==> src/wga_pkg.sv <==
// Shared types, sizes and helpers for the weighted Gram matrix accumulator.
// Used by wga_front, wga_queue, wga_back and weighted_gram_accumulate.
package wga_pkg;

  // Matrix size and field widths
  localparam int MAX_FEATURES = 8;
  localparam int IDX_W        = (MAX_FEATURES > 1) ? $clog2(MAX_FEATURES) : 1;
  localparam int DIM_W        = $clog2(MAX_FEATURES + 1);
  localparam int PAIR_COUNT   = (MAX_FEATURES * (MAX_FEATURES + 1)) / 2;
  localparam int SLOT_W       = $clog2(PAIR_COUNT);

  localparam int INDEX_W  = 3;
  localparam int CMP_W    = INDEX_W + 1;
  localparam int CFG_W    = 4;
  localparam int VALUE_W  = 16;
  localparam int WEIGHT_W = 16;
  localparam int SQ_W     = 2 * VALUE_W;
  localparam int PROD_W   = 48;
  localparam int GRAM_W   = 64;
  localparam int ROWCOL_W = 3;

  localparam logic [CFG_W-1:0] CFG_RESET = 4'd8;

  // Command queue between front and back
  localparam int QUEUE_DEPTH = 2;
  localparam int QPTR_W      = $clog2(QUEUE_DEPTH);
  localparam int QCNT_W      = $clog2(QUEUE_DEPTH + 1);

  // One queued command: snapshot of the sample plus what to do with it
  typedef struct packed {
    logic [MAX_FEATURES-1:0][VALUE_W-1:0] x;
    logic [WEIGHT_W-1:0]                  weight;
    logic [DIM_W-1:0]                     dim;
    logic                                 complete;
    logic                                 flush;
  } cmd_t;

  typedef enum logic [1:0] {
    BK_IDLE,
    BK_MAC,
    BK_DRAIN,
    BK_EMIT
  } back_state_t;

  // Row-major position of pair (i, j), i <= j, in the full upper triangle
  function automatic logic [SLOT_W-1:0] pair_slot(input logic [IDX_W-1:0] i,
                                                 input logic [IDX_W-1:0] j);
    int ii;
    int jj;
    int base;
    ii   = int'(i);
    jj   = int'(j);
    base = ii * MAX_FEATURES - ((ii * (ii - 1)) >>> 1);
    return SLOT_W'(base + jj - ii);
  endfunction

endpackage

==> src/wga_front.sv <==
// Front end: holds the dimension register and the sample buffer, accepts
// feature words and queues a command when a sample completes or data ends.
// Depends on wga_pkg.
module wga_front (
  input  logic                        clk,
  input  logic                        rst,
  input  logic                        cfg_we,
  input  logic [wga_pkg::CFG_W-1:0]   cfg_wdata,
  input  logic                        in_valid,
  output logic                        in_ready,
  input  logic [wga_pkg::INDEX_W-1:0] feature_index,
  input  logic [wga_pkg::VALUE_W-1:0] feature_value,
  input  logic [wga_pkg::WEIGHT_W-1:0] sample_weight,
  input  logic                        end_of_data,
  input  logic                        q_full,
  output logic                        q_push,
  output wga_pkg::cmd_t               q_cmd
);

  logic [wga_pkg::CFG_W-1:0]   active_features;
  logic [wga_pkg::VALUE_W-1:0] sample_buffer [wga_pkg::MAX_FEATURES];
  logic [wga_pkg::DIM_W-1:0]   dim;
  logic                        accept;
  logic                        store;
  logic                        complete;

  // Hold the dimension register
  always_ff @(posedge clk) begin
    if (rst) begin
      active_features <= wga_pkg::CFG_RESET;
    end else if (cfg_we) begin
      active_features <= cfg_wdata;
    end
  end

  // Clamp the dimension to 1..MAX_FEATURES
  always_comb begin
    if (active_features == '0) begin
      dim = wga_pkg::DIM_W'(1);
    end else if (active_features > wga_pkg::CFG_W'(wga_pkg::MAX_FEATURES)) begin
      dim = wga_pkg::DIM_W'(wga_pkg::MAX_FEATURES);
    end else begin
      dim = wga_pkg::DIM_W'(active_features);
    end
  end

  // Classify the incoming word
  assign in_ready = !q_full;
  assign accept   = in_valid && in_ready;
  assign store    = {1'b0, feature_index} < wga_pkg::CMP_W'(wga_pkg::MAX_FEATURES);
  assign complete = {1'b0, feature_index} == (wga_pkg::CMP_W'(dim) - 1'b1);
  assign q_push   = accept && (complete || end_of_data);

  // Store the feature value
  always_ff @(posedge clk) begin
    if (accept && store) begin
      sample_buffer[feature_index[wga_pkg::IDX_W-1:0]] <= feature_value;
    end
  end

  // Build the command: buffer snapshot with this word's value merged in
  always_comb begin
    for (int k = 0; k < wga_pkg::MAX_FEATURES; k++) begin
      if (store && (feature_index[wga_pkg::IDX_W-1:0] == wga_pkg::IDX_W'(k))) begin
        q_cmd.x[k] = feature_value;
      end else begin
        q_cmd.x[k] = sample_buffer[k];
      end
    end
    q_cmd.weight   = sample_weight;
    q_cmd.dim      = dim;
    q_cmd.complete = complete;
    q_cmd.flush    = end_of_data;
  end

endmodule

==> src/wga_queue.sv <==
// Short command queue between the front end and the accumulate/emit engine.
// Depends on wga_pkg.
module wga_queue (
  input  logic          clk,
  input  logic          rst,
  input  logic          push,
  input  wga_pkg::cmd_t push_cmd,
  output logic          full,
  input  logic          pop,
  output logic          nonempty,
  output wga_pkg::cmd_t pop_cmd
);

  wga_pkg::cmd_t              slots [wga_pkg::QUEUE_DEPTH];
  logic [wga_pkg::QPTR_W-1:0] wr_ptr;
  logic [wga_pkg::QPTR_W-1:0] rd_ptr;
  logic [wga_pkg::QCNT_W-1:0] count;

  assign full     = count == wga_pkg::QCNT_W'(wga_pkg::QUEUE_DEPTH);
  assign nonempty = count != '0;
  assign pop_cmd  = slots[rd_ptr];

  // Store pushed commands
  always_ff @(posedge clk) begin
    if (push) begin
      slots[wr_ptr] <= push_cmd;
    end
  end

  // Advance pointers and occupancy
  always_ff @(posedge clk) begin
    if (rst) begin
      wr_ptr <= '0;
      rd_ptr <= '0;
      count  <= '0;
    end else begin
      if (push) begin
        wr_ptr <= (wr_ptr == wga_pkg::QPTR_W'(wga_pkg::QUEUE_DEPTH - 1)) ? '0 : wr_ptr + 1'b1;
      end
      if (pop) begin
        rd_ptr <= (rd_ptr == wga_pkg::QPTR_W'(wga_pkg::QUEUE_DEPTH - 1)) ? '0 : rd_ptr + 1'b1;
      end
      unique case ({push, pop})
        2'b10:   count <= count + 1'b1;
        2'b01:   count <= count - 1'b1;
        default: count <= count;
      endcase
    end
  end

endmodule

==> src/wga_back.sv <==
// Back end: walks the active upper triangle with one pipelined MAC, keeps
// the pair accumulators in a memory with valid bits, and emits the matrix.
// Depends on wga_pkg.
module wga_back (
  input  logic                                clk,
  input  logic                                rst,
  input  logic                                q_valid,
  input  wga_pkg::cmd_t                       q_cmd,
  output logic                                q_pop,
  output logic                                out_valid,
  input  logic                                out_ready,
  output logic [wga_pkg::ROWCOL_W-1:0]        row,
  output logic [wga_pkg::ROWCOL_W-1:0]        col,
  output logic signed [wga_pkg::GRAM_W-1:0]   gram_value,
  output logic                                last_entry
);

  wga_pkg::back_state_t state;
  wga_pkg::back_state_t state_next;

  // Current command
  logic [wga_pkg::MAX_FEATURES-1:0][wga_pkg::VALUE_W-1:0] cur_x;
  logic [wga_pkg::WEIGHT_W-1:0] cur_w;
  logic [wga_pkg::DIM_W-1:0]    cur_dim;
  logic                         cur_flush;

  // Pair walk
  logic [wga_pkg::IDX_W-1:0]  pi;
  logic [wga_pkg::IDX_W-1:0]  pj;
  logic                       row_end;
  logic                       pair_last;
  logic                       mac_issue;
  logic                       emit_issue;
  logic                       rd_en;
  logic [wga_pkg::SLOT_W-1:0] rd_slot;

  // Accumulator memory
  logic [wga_pkg::GRAM_W-1:0]     acc_mem [wga_pkg::PAIR_COUNT];
  logic [wga_pkg::PAIR_COUNT-1:0] acc_vld;
  logic [wga_pkg::GRAM_W-1:0]     rd_data;
  logic                           rd_vld;
  logic signed [wga_pkg::GRAM_W-1:0] rd_value;

  // MAC pipeline
  logic                              s1_v;
  logic [wga_pkg::SLOT_W-1:0]        s1_slot;
  logic signed [wga_pkg::SQ_W-1:0]   s1_prod;
  logic                              s2_v;
  logic [wga_pkg::SLOT_W-1:0]        s2_slot;
  logic signed [wga_pkg::PROD_W-1:0] s2_prod;
  logic signed [wga_pkg::GRAM_W-1:0] s2_acc;
  logic signed [wga_pkg::PROD_W-1:0] mul2;
  logic signed [wga_pkg::GRAM_W:0]   sum_wide;
  logic signed [wga_pkg::GRAM_W-1:0] sum_sat;

  // Emission
  logic                         rd_pend;
  logic [wga_pkg::IDX_W-1:0]    rd_row;
  logic [wga_pkg::IDX_W-1:0]    rd_col;
  logic                         rd_last;

  assign row_end   = wga_pkg::DIM_W'(pj) == (cur_dim - 1'b1);
  assign pair_last = row_end && (wga_pkg::DIM_W'(pi) == (cur_dim - 1'b1));
  assign rd_en     = mac_issue || emit_issue;
  assign rd_slot   = wga_pkg::pair_slot(pi, pj);
  assign rd_value  = rd_vld ? $signed(rd_data) : '0;

  // Hold the state register
  always_ff @(posedge clk) begin
    if (rst) begin
      state <= wga_pkg::BK_IDLE;
    end else begin
      state <= state_next;
    end
  end

  // Sequence commands: accumulate, drain, then emit on flush
  always_comb begin
    state_next = state;
    q_pop      = 1'b0;
    mac_issue  = 1'b0;
    emit_issue = 1'b0;
    unique case (state)
      wga_pkg::BK_IDLE: begin
        if (q_valid) begin
          q_pop      = 1'b1;
          state_next = q_cmd.complete ? wga_pkg::BK_MAC : wga_pkg::BK_EMIT;
        end
      end
      wga_pkg::BK_MAC: begin
        mac_issue = 1'b1;
        if (pair_last) begin
          state_next = wga_pkg::BK_DRAIN;
        end
      end
      wga_pkg::BK_DRAIN: begin
        if (!s1_v && !s2_v) begin
          state_next = cur_flush ? wga_pkg::BK_EMIT : wga_pkg::BK_IDLE;
        end
      end
      wga_pkg::BK_EMIT: begin
        if (!rd_pend && (!out_valid || out_ready)) begin
          emit_issue = 1'b1;
          if (pair_last) begin
            state_next = wga_pkg::BK_IDLE;
          end
        end
      end
      default: state_next = wga_pkg::BK_IDLE;
    endcase
  end

  // Latch the popped command
  always_ff @(posedge clk) begin
    if (q_pop) begin
      cur_x     <= q_cmd.x;
      cur_w     <= q_cmd.weight;
      cur_dim   <= q_cmd.dim;
      cur_flush <= q_cmd.flush;
    end
  end

  // Advance the pair walk; wrap to the origin after the last pair
  always_ff @(posedge clk) begin
    if (rst) begin
      pi <= '0;
      pj <= '0;
    end else if (rd_en) begin
      if (pair_last) begin
        pi <= '0;
        pj <= '0;
      end else if (row_end) begin
        pi <= pi + 1'b1;
        pj <= pi + 1'b1;
      end else begin
        pj <= pj + 1'b1;
      end
    end
  end

  // Saturating add of the weighted product to the accumulator
  assign mul2     = s1_prod * $signed({1'b0, cur_w});
  assign sum_wide = {s2_acc[wga_pkg::GRAM_W-1], s2_acc}
                  + {{(wga_pkg::GRAM_W + 1 - wga_pkg::PROD_W){s2_prod[wga_pkg::PROD_W-1]}},
                     s2_prod};

  always_comb begin
    if (sum_wide[wga_pkg::GRAM_W] != sum_wide[wga_pkg::GRAM_W-1]) begin
      sum_sat = sum_wide[wga_pkg::GRAM_W] ? {1'b1, {(wga_pkg::GRAM_W - 1){1'b0}}}
                                          : {1'b0, {(wga_pkg::GRAM_W - 1){1'b1}}};
    end else begin
      sum_sat = sum_wide[wga_pkg::GRAM_W-1:0];
    end
  end

  // Accumulator memory: one write and one registered read a cycle
  always_ff @(posedge clk) begin
    if (s2_v) begin
      acc_mem[s2_slot] <= sum_sat;
    end
    if (rd_en) begin
      rd_data <= acc_mem[rd_slot];
      rd_vld  <= acc_vld[rd_slot];
    end
  end

  // Mark written entries; drop all of them once the last entry is read out
  always_ff @(posedge clk) begin
    if (rst) begin
      acc_vld <= '0;
    end else if (emit_issue && pair_last) begin
      acc_vld <= '0;
    end else if (s2_v) begin
      acc_vld[s2_slot] <= 1'b1;
    end
  end

  // MAC pipeline data
  always_ff @(posedge clk) begin
    if (mac_issue) begin
      s1_prod <= $signed(cur_x[pi]) * $signed(cur_x[pj]);
      s1_slot <= rd_slot;
    end
    s2_prod <= mul2;
    s2_acc  <= rd_value;
    s2_slot <= s1_slot;
  end

  // MAC pipeline valid bits
  always_ff @(posedge clk) begin
    if (rst) begin
      s1_v <= 1'b0;
      s2_v <= 1'b0;
    end else begin
      s1_v <= mac_issue;
      s2_v <= s1_v;
    end
  end

  // Track the outstanding emission read
  always_ff @(posedge clk) begin
    if (rst) begin
      rd_pend <= 1'b0;
    end else begin
      rd_pend <= emit_issue;
    end
  end

  always_ff @(posedge clk) begin
    if (emit_issue) begin
      rd_row  <= pi;
      rd_col  <= pj;
      rd_last <= pair_last;
    end
  end

  // Output register: load the read word, drop it when taken
  always_ff @(posedge clk) begin
    if (rst) begin
      out_valid <= 1'b0;
    end else if (rd_pend) begin
      out_valid <= 1'b1;
    end else if (out_ready) begin
      out_valid <= 1'b0;
    end
  end

  always_ff @(posedge clk) begin
    if (rd_pend) begin
      row        <= wga_pkg::ROWCOL_W'(rd_row);
      col        <= wga_pkg::ROWCOL_W'(rd_col);
      gram_value <= rd_value;
      last_entry <= rd_last;
    end
  end

endmodule

==> src/weighted_gram_accumulate.sv <==
// Top level of the weighted Gram matrix accumulator (upper triangle of X'WX).
// Depends on wga_pkg, wga_front, wga_queue and wga_back.
//
//   channel  | handshake                 | payload
//   ---------+---------------------------+-----------------------------------------
//   cfg      | cfg_we                    | cfg_wdata (active_features)
//   in       | in_valid / in_ready       | feature_index, feature_value,
//            |                           | sample_weight, end_of_data
//   out      | out_valid / out_ready     | row, col, gram_value, last_entry
//
// A word that completes a sample is served by the engine in order: a queue pop,
// one MAC pass per pair of the active upper triangle, then a drain of the MAC
// pipeline. Emission does not issue a new accumulator read while one is
// outstanding, and holds while the output register is full and out_ready is
// low.
// rst is synchronous; it clears the valid bits of all accumulators at once.
// in_ready drops only while the two-entry command queue is full.
module weighted_gram_accumulate (
  input  logic                                clk,
  input  logic                                rst,
  input  logic                                cfg_we,
  input  logic [wga_pkg::CFG_W-1:0]           cfg_wdata,
  input  logic                                in_valid,
  output logic                                in_ready,
  input  logic [wga_pkg::INDEX_W-1:0]         feature_index,
  input  logic signed [wga_pkg::VALUE_W-1:0]  feature_value,
  input  logic [wga_pkg::WEIGHT_W-1:0]        sample_weight,
  input  logic                                end_of_data,
  output logic                                out_valid,
  input  logic                                out_ready,
  output logic [wga_pkg::ROWCOL_W-1:0]        row,
  output logic [wga_pkg::ROWCOL_W-1:0]        col,
  output logic signed [wga_pkg::GRAM_W-1:0]   gram_value,
  output logic                                last_entry
);

  wga_pkg::cmd_t push_cmd;
  wga_pkg::cmd_t pop_cmd;
  logic          q_push;
  logic          q_full;
  logic          q_pop;
  logic          q_nonempty;

  wga_front u_front (
    .clk           (clk),
    .rst           (rst),
    .cfg_we        (cfg_we),
    .cfg_wdata     (cfg_wdata),
    .in_valid      (in_valid),
    .in_ready      (in_ready),
    .feature_index (feature_index),
    .feature_value (feature_value),
    .sample_weight (sample_weight),
    .end_of_data   (end_of_data),
    .q_full        (q_full),
    .q_push        (q_push),
    .q_cmd         (push_cmd)
  );

  wga_queue u_queue (
    .clk      (clk),
    .rst      (rst),
    .push     (q_push),
    .push_cmd (push_cmd),
    .full     (q_full),
    .pop      (q_pop),
    .nonempty (q_nonempty),
    .pop_cmd  (pop_cmd)
  );

  wga_back u_back (
    .clk        (clk),
    .rst        (rst),
    .q_valid    (q_nonempty),
    .q_cmd      (pop_cmd),
    .q_pop      (q_pop),
    .out_valid  (out_valid),
    .out_ready  (out_ready),
    .row        (row),
    .col        (col),
    .gram_value (gram_value),
    .last_entry (last_entry)
  );

  // Emitted entries stay in the upper triangle
  assert property (@(posedge clk) disable iff (rst) out_valid |-> (col >= row))
    else $error("emitted entry below the diagonal");

  // The final entry sits on the diagonal
  assert property (@(posedge clk) disable iff (rst)
                   (out_valid && last_entry) |-> (row == col))
    else $error("last entry is off the diagonal");

  // A pop never happens on an empty queue
  assert property (@(posedge clk) disable iff (rst) q_pop |-> q_nonempty)
    else $error("command popped from empty queue");

  // Nothing is emitted right after reset
  assert property (@(posedge clk) $past(rst) |-> !out_valid)
    else $error("output valid right after reset");

endmodule

==> config.mk <==
export PLATFORM = sky130hd
export DESIGN_NAME = weighted_gram_accumulate
export DESIGN_NICKNAME = d
export VERILOG_FILES = /design/src/wga_pkg.sv /design/src/wga_front.sv /design/src/wga_queue.sv /design/src/wga_back.sv /design/src/weighted_gram_accumulate.sv
export SDC_FILE = /design/constraint.sdc
export NUM_CORES = 2
export LEC_CHECK = 0
export BUFFER_PORTS_ARGS = -buffer_cell sky130_fd_sc_hd__buf_2
export CORE_ASPECT_RATIO = 1.75
export CORE_MARGIN = 5
export CORE_UTILIZATION = 50
export DETAILED_ROUTE_END_ITERATION = 10
export GPL_TIMING_DRIVEN = 0
export PLACE_DENSITY = 0.76
export RECOVER_POWER = 25
export SLEW_MARGIN = 40
export SYNTH_ARGS = -nofsm -noshare
export SYNTH_HDL_FRONTEND = slang
export SYNTH_SLANG_ARGS = --single-unit
==> constraint.sdc <==
create_clock -name clk -period 19.15 [get_ports clk]
set_input_delay 1.915 -clock clk [delete_from_list [all_inputs] [get_ports clk]]
set_output_delay 1.915 -clock clk [all_outputs]
set_load 0.005 [all_outputs]
==> reports/summary.txt <==
P&R area growth vs syn: 13.6%
share of the cycle needed by the critical path after routing: 49.6%
status: finished with violations
post-CTS setup buffer count: 0
clock skew: 0.0890 ns
Port-buffer cells: 113
commonest cells after routing, fill and taps aside: edfxtp_1, inv_1, mux4_2, fa_1, nand2_1
crit end category: register
antenna-violating nets left: 0
RSZ-0062 raised after global routing: false
commonest non-fill, non-tap cell in the layout: edfxtp_1
failing checks: max-capacitance violations, max-slew violations
Data required, critical path: 19.72 ns
# IOs: 118
Reg2Reg Capture Point: u_back.s1_prod[30]
first-pass iteration count of the detailed router: 8
Via Count: 87313
Reg-to-Reg Start: u_back.pj[0]
largest area contributor in the netlist: edfxtp_1
Num CTS Buffers: 285
Slew HR: -63.2%
setup_tns: 0 ns
final WL: 452 mm
Primary FF master, synth: edfxtp_1
final hold violations: 0
H-tree level count: 5
Chip Height: 741 um
CP Class: register to register
Avg Cell Area, Syn: 17.1 um^2
Final Wtd Congestion: 0.954
Crit path arrival time: 10.07 ns
Yosys warnings: 0
critical path endpoint: u_back.s1_prod[30]
Final Cell Area: 0.173 mm^2
crit path max fanout: 10
Hold/Removal Path Class: register to register
die area: 0.317 mm^2
clk root buf: clkbuf_16
Final HPWL DP: 314 mm
antenna violations before repair: 28
CTS Sinks: 3237
total grt overflow: 0
pin count of the biggest net entering global routing: 42
Worst R2R Setup Slack: 9.66 ns
Mapped Cells: 8940
number of synthesized register bits: 3237
max cap viols: 14
Tightest Pin Transition: 2.45 ns
placed cell areas: 0.166 mm^2
Horiz. Die Dim: 428 um
mapped cell area: 0.153 mm^2
share of the synthesized area in the top cell type: 60.3%
post_cts resized: 0
first-pass GRT wire length: 648 mm
# DRC: 0
clock slew at reported path FFs: 0.07 ns
DR iter-0 viols: 10871
Setup crit start kind: register
Core ar.: 0.304 mm^2
GRT Util Overall: 28.5%
hold-fix buffer count after cts: 0
Setup-failing EPs final: 0
routed len/inst: 32.4 um
final worst path period need: 9.49 ns
share of layout cells above drive strength 1: 21.5%
f_max: 105 MHz
post-synthesis cell type count: 80
vias in the first global route: 92857
dpl ws: 9.58 ns
row count: 268
Fin Hold WS: 0.350 ns
Skew-Pair Late Insertion Delay: 0.88 ns
Reg2Reg Depth: 27
vias per inst: 6.25
share of flip-flops with an asynchronous set or reset: 0%
NumNets Final: 10766
Worst Slack Setup Final: 9.66 ns
synth top area cells: edfxtp_1, mux4_2, fa_1
CTS max path bufs: 4
number of flops mapped to enable cells by yosys: 3062
Initial Utilization: 50.2%
register area share after synthesis: 62.6%
CP startpoint: u_back.pj[0]
Slew Limit Fails: 189
CTS tree: yes
-- how the worst min path moves through the flow --
stage                              endpoint  cells past startpoint         startpoint
after floorplan           u_back.s2_slot[0]                      0  u_back.s1_slot[0]
after global placement    u_back.s2_slot[4]                      0  u_back.s1_slot[4]
after detailed placement  u_back.s2_slot[2]                      0  u_back.s1_slot[2]
after CTS                 u_back.s2_slot[1]                      0  u_back.s1_slot[1]
after global routing      u_back.s2_slot[1]                      0  u_back.s1_slot[1]
final                     u_back.s2_slot[1]                      0  u_back.s1_slot[1]
-- logic make-up after synthesis --
kind of cell | synth area share [%]
fa+ha+maj | 12.2
mux | 14.3
xor+xnor | 0.987
simple gates | 3.97
other cells | 0.00492
buf+inv | 3.53
compound gates | 2.47
flops | 62.6
-- Yosys cell counts (all sizes together), types with 11 or more instances --
library cell and n:
clkbuf 298, a21o 81, a211oi 18, o21ai 137
nor3 17, or2 15, a21oi 199, edfxtp 3062
mux2i 96, o21bai 23, and2 235, nor2b 25
a31oi 11, nand2b 32, and3 13, o21a 53
nand4 29, buf 93, dfxtp 175, fa 754
xnor2 116, mux4 779, ha 283, nand2 545
xor2 56, mux2 289, nor2 349, nand3 31
inv 1019
-- layout make-up --
| cell class | count | area, um^2 |
|---|---|---|
| plain buffers | 391 | 1770 |
| diodes | 26 | 65.1 |
| multi-input cells | 4297 | 52700 |
| fillers | 21932 | 131000 |
| clock inverters | 157 | 1840 |
| inverters | 1019 | 3830 |
| flip-flops and latches | 3237 | 95500 |
| repair buffers | 453 | 5040 |
| clock buffers | 347 | 7510 |
| well taps | 4050 | 5070 |
-- metrics by stage --
stage          cells  utilization [%]
4_1_cts        13949             57.6
3_5_place_dp   13445             54.5
3_3_place_gp   13107             52.0
6_report       13977             57.0
2_1_floorplan   8944                -
5_1_grt        13953             57.0
-- layer usage --
layer	routed length [um]	up-vias	global-route usage [%]
li1	-	34359	-
met3	43100	1869	5.91
met5	112	-	0
met1	141000	44720	32.1
met4	45400	18	21.9
met2	223000	6347	47.6
-- critical path: stages, from the launching register on --
cell and delay (ns):
dfxtp_1 0.42, clkbuf_1 0.58, buf_2 0.50, mux4_2 0.62, mux2i_2 0.65, clkbuf_1 0.58
nor2_1 0.16, fa_1 0.56, inv_1 0.05, fa_1 0.49, fa_1 0.53, inv_1 0.05
fa_1 0.46, fa_1 0.51, inv_1 0.04, fa_1 0.47, inv_1 0.04, ha_1 0.34
a21o_1 0.18, a21o_1 0.17, a21o_1 0.19, a21o_1 0.17, a21oi_1 0.26, nand2_1 0.15
a22o_1 0.28, a221o_1 0.35, o41ai_1 0.32, xnor2_1 0.11
-- flip-flops by register name (all words and copies together) (netlist names), 6 cells and up, named ones only --
name,count
u_back.acc_mem,2304
u_queue.slots,300
u_back.cur_x,128
u_front.sample_buffer,128
u_back.gram_value,64
u_back.rd_data,64
u_back.s2_acc,64
u_back.s2_prod,48
u_back.acc_vld,36
u_back.s1_prod,32
u_back.cur_w,16
u_back.s1_slot,6
u_back.s2_slot,6
Power is not shown: default switching activity piles up to over one toggle a cycle in this logic, so the estimate is an artifact.
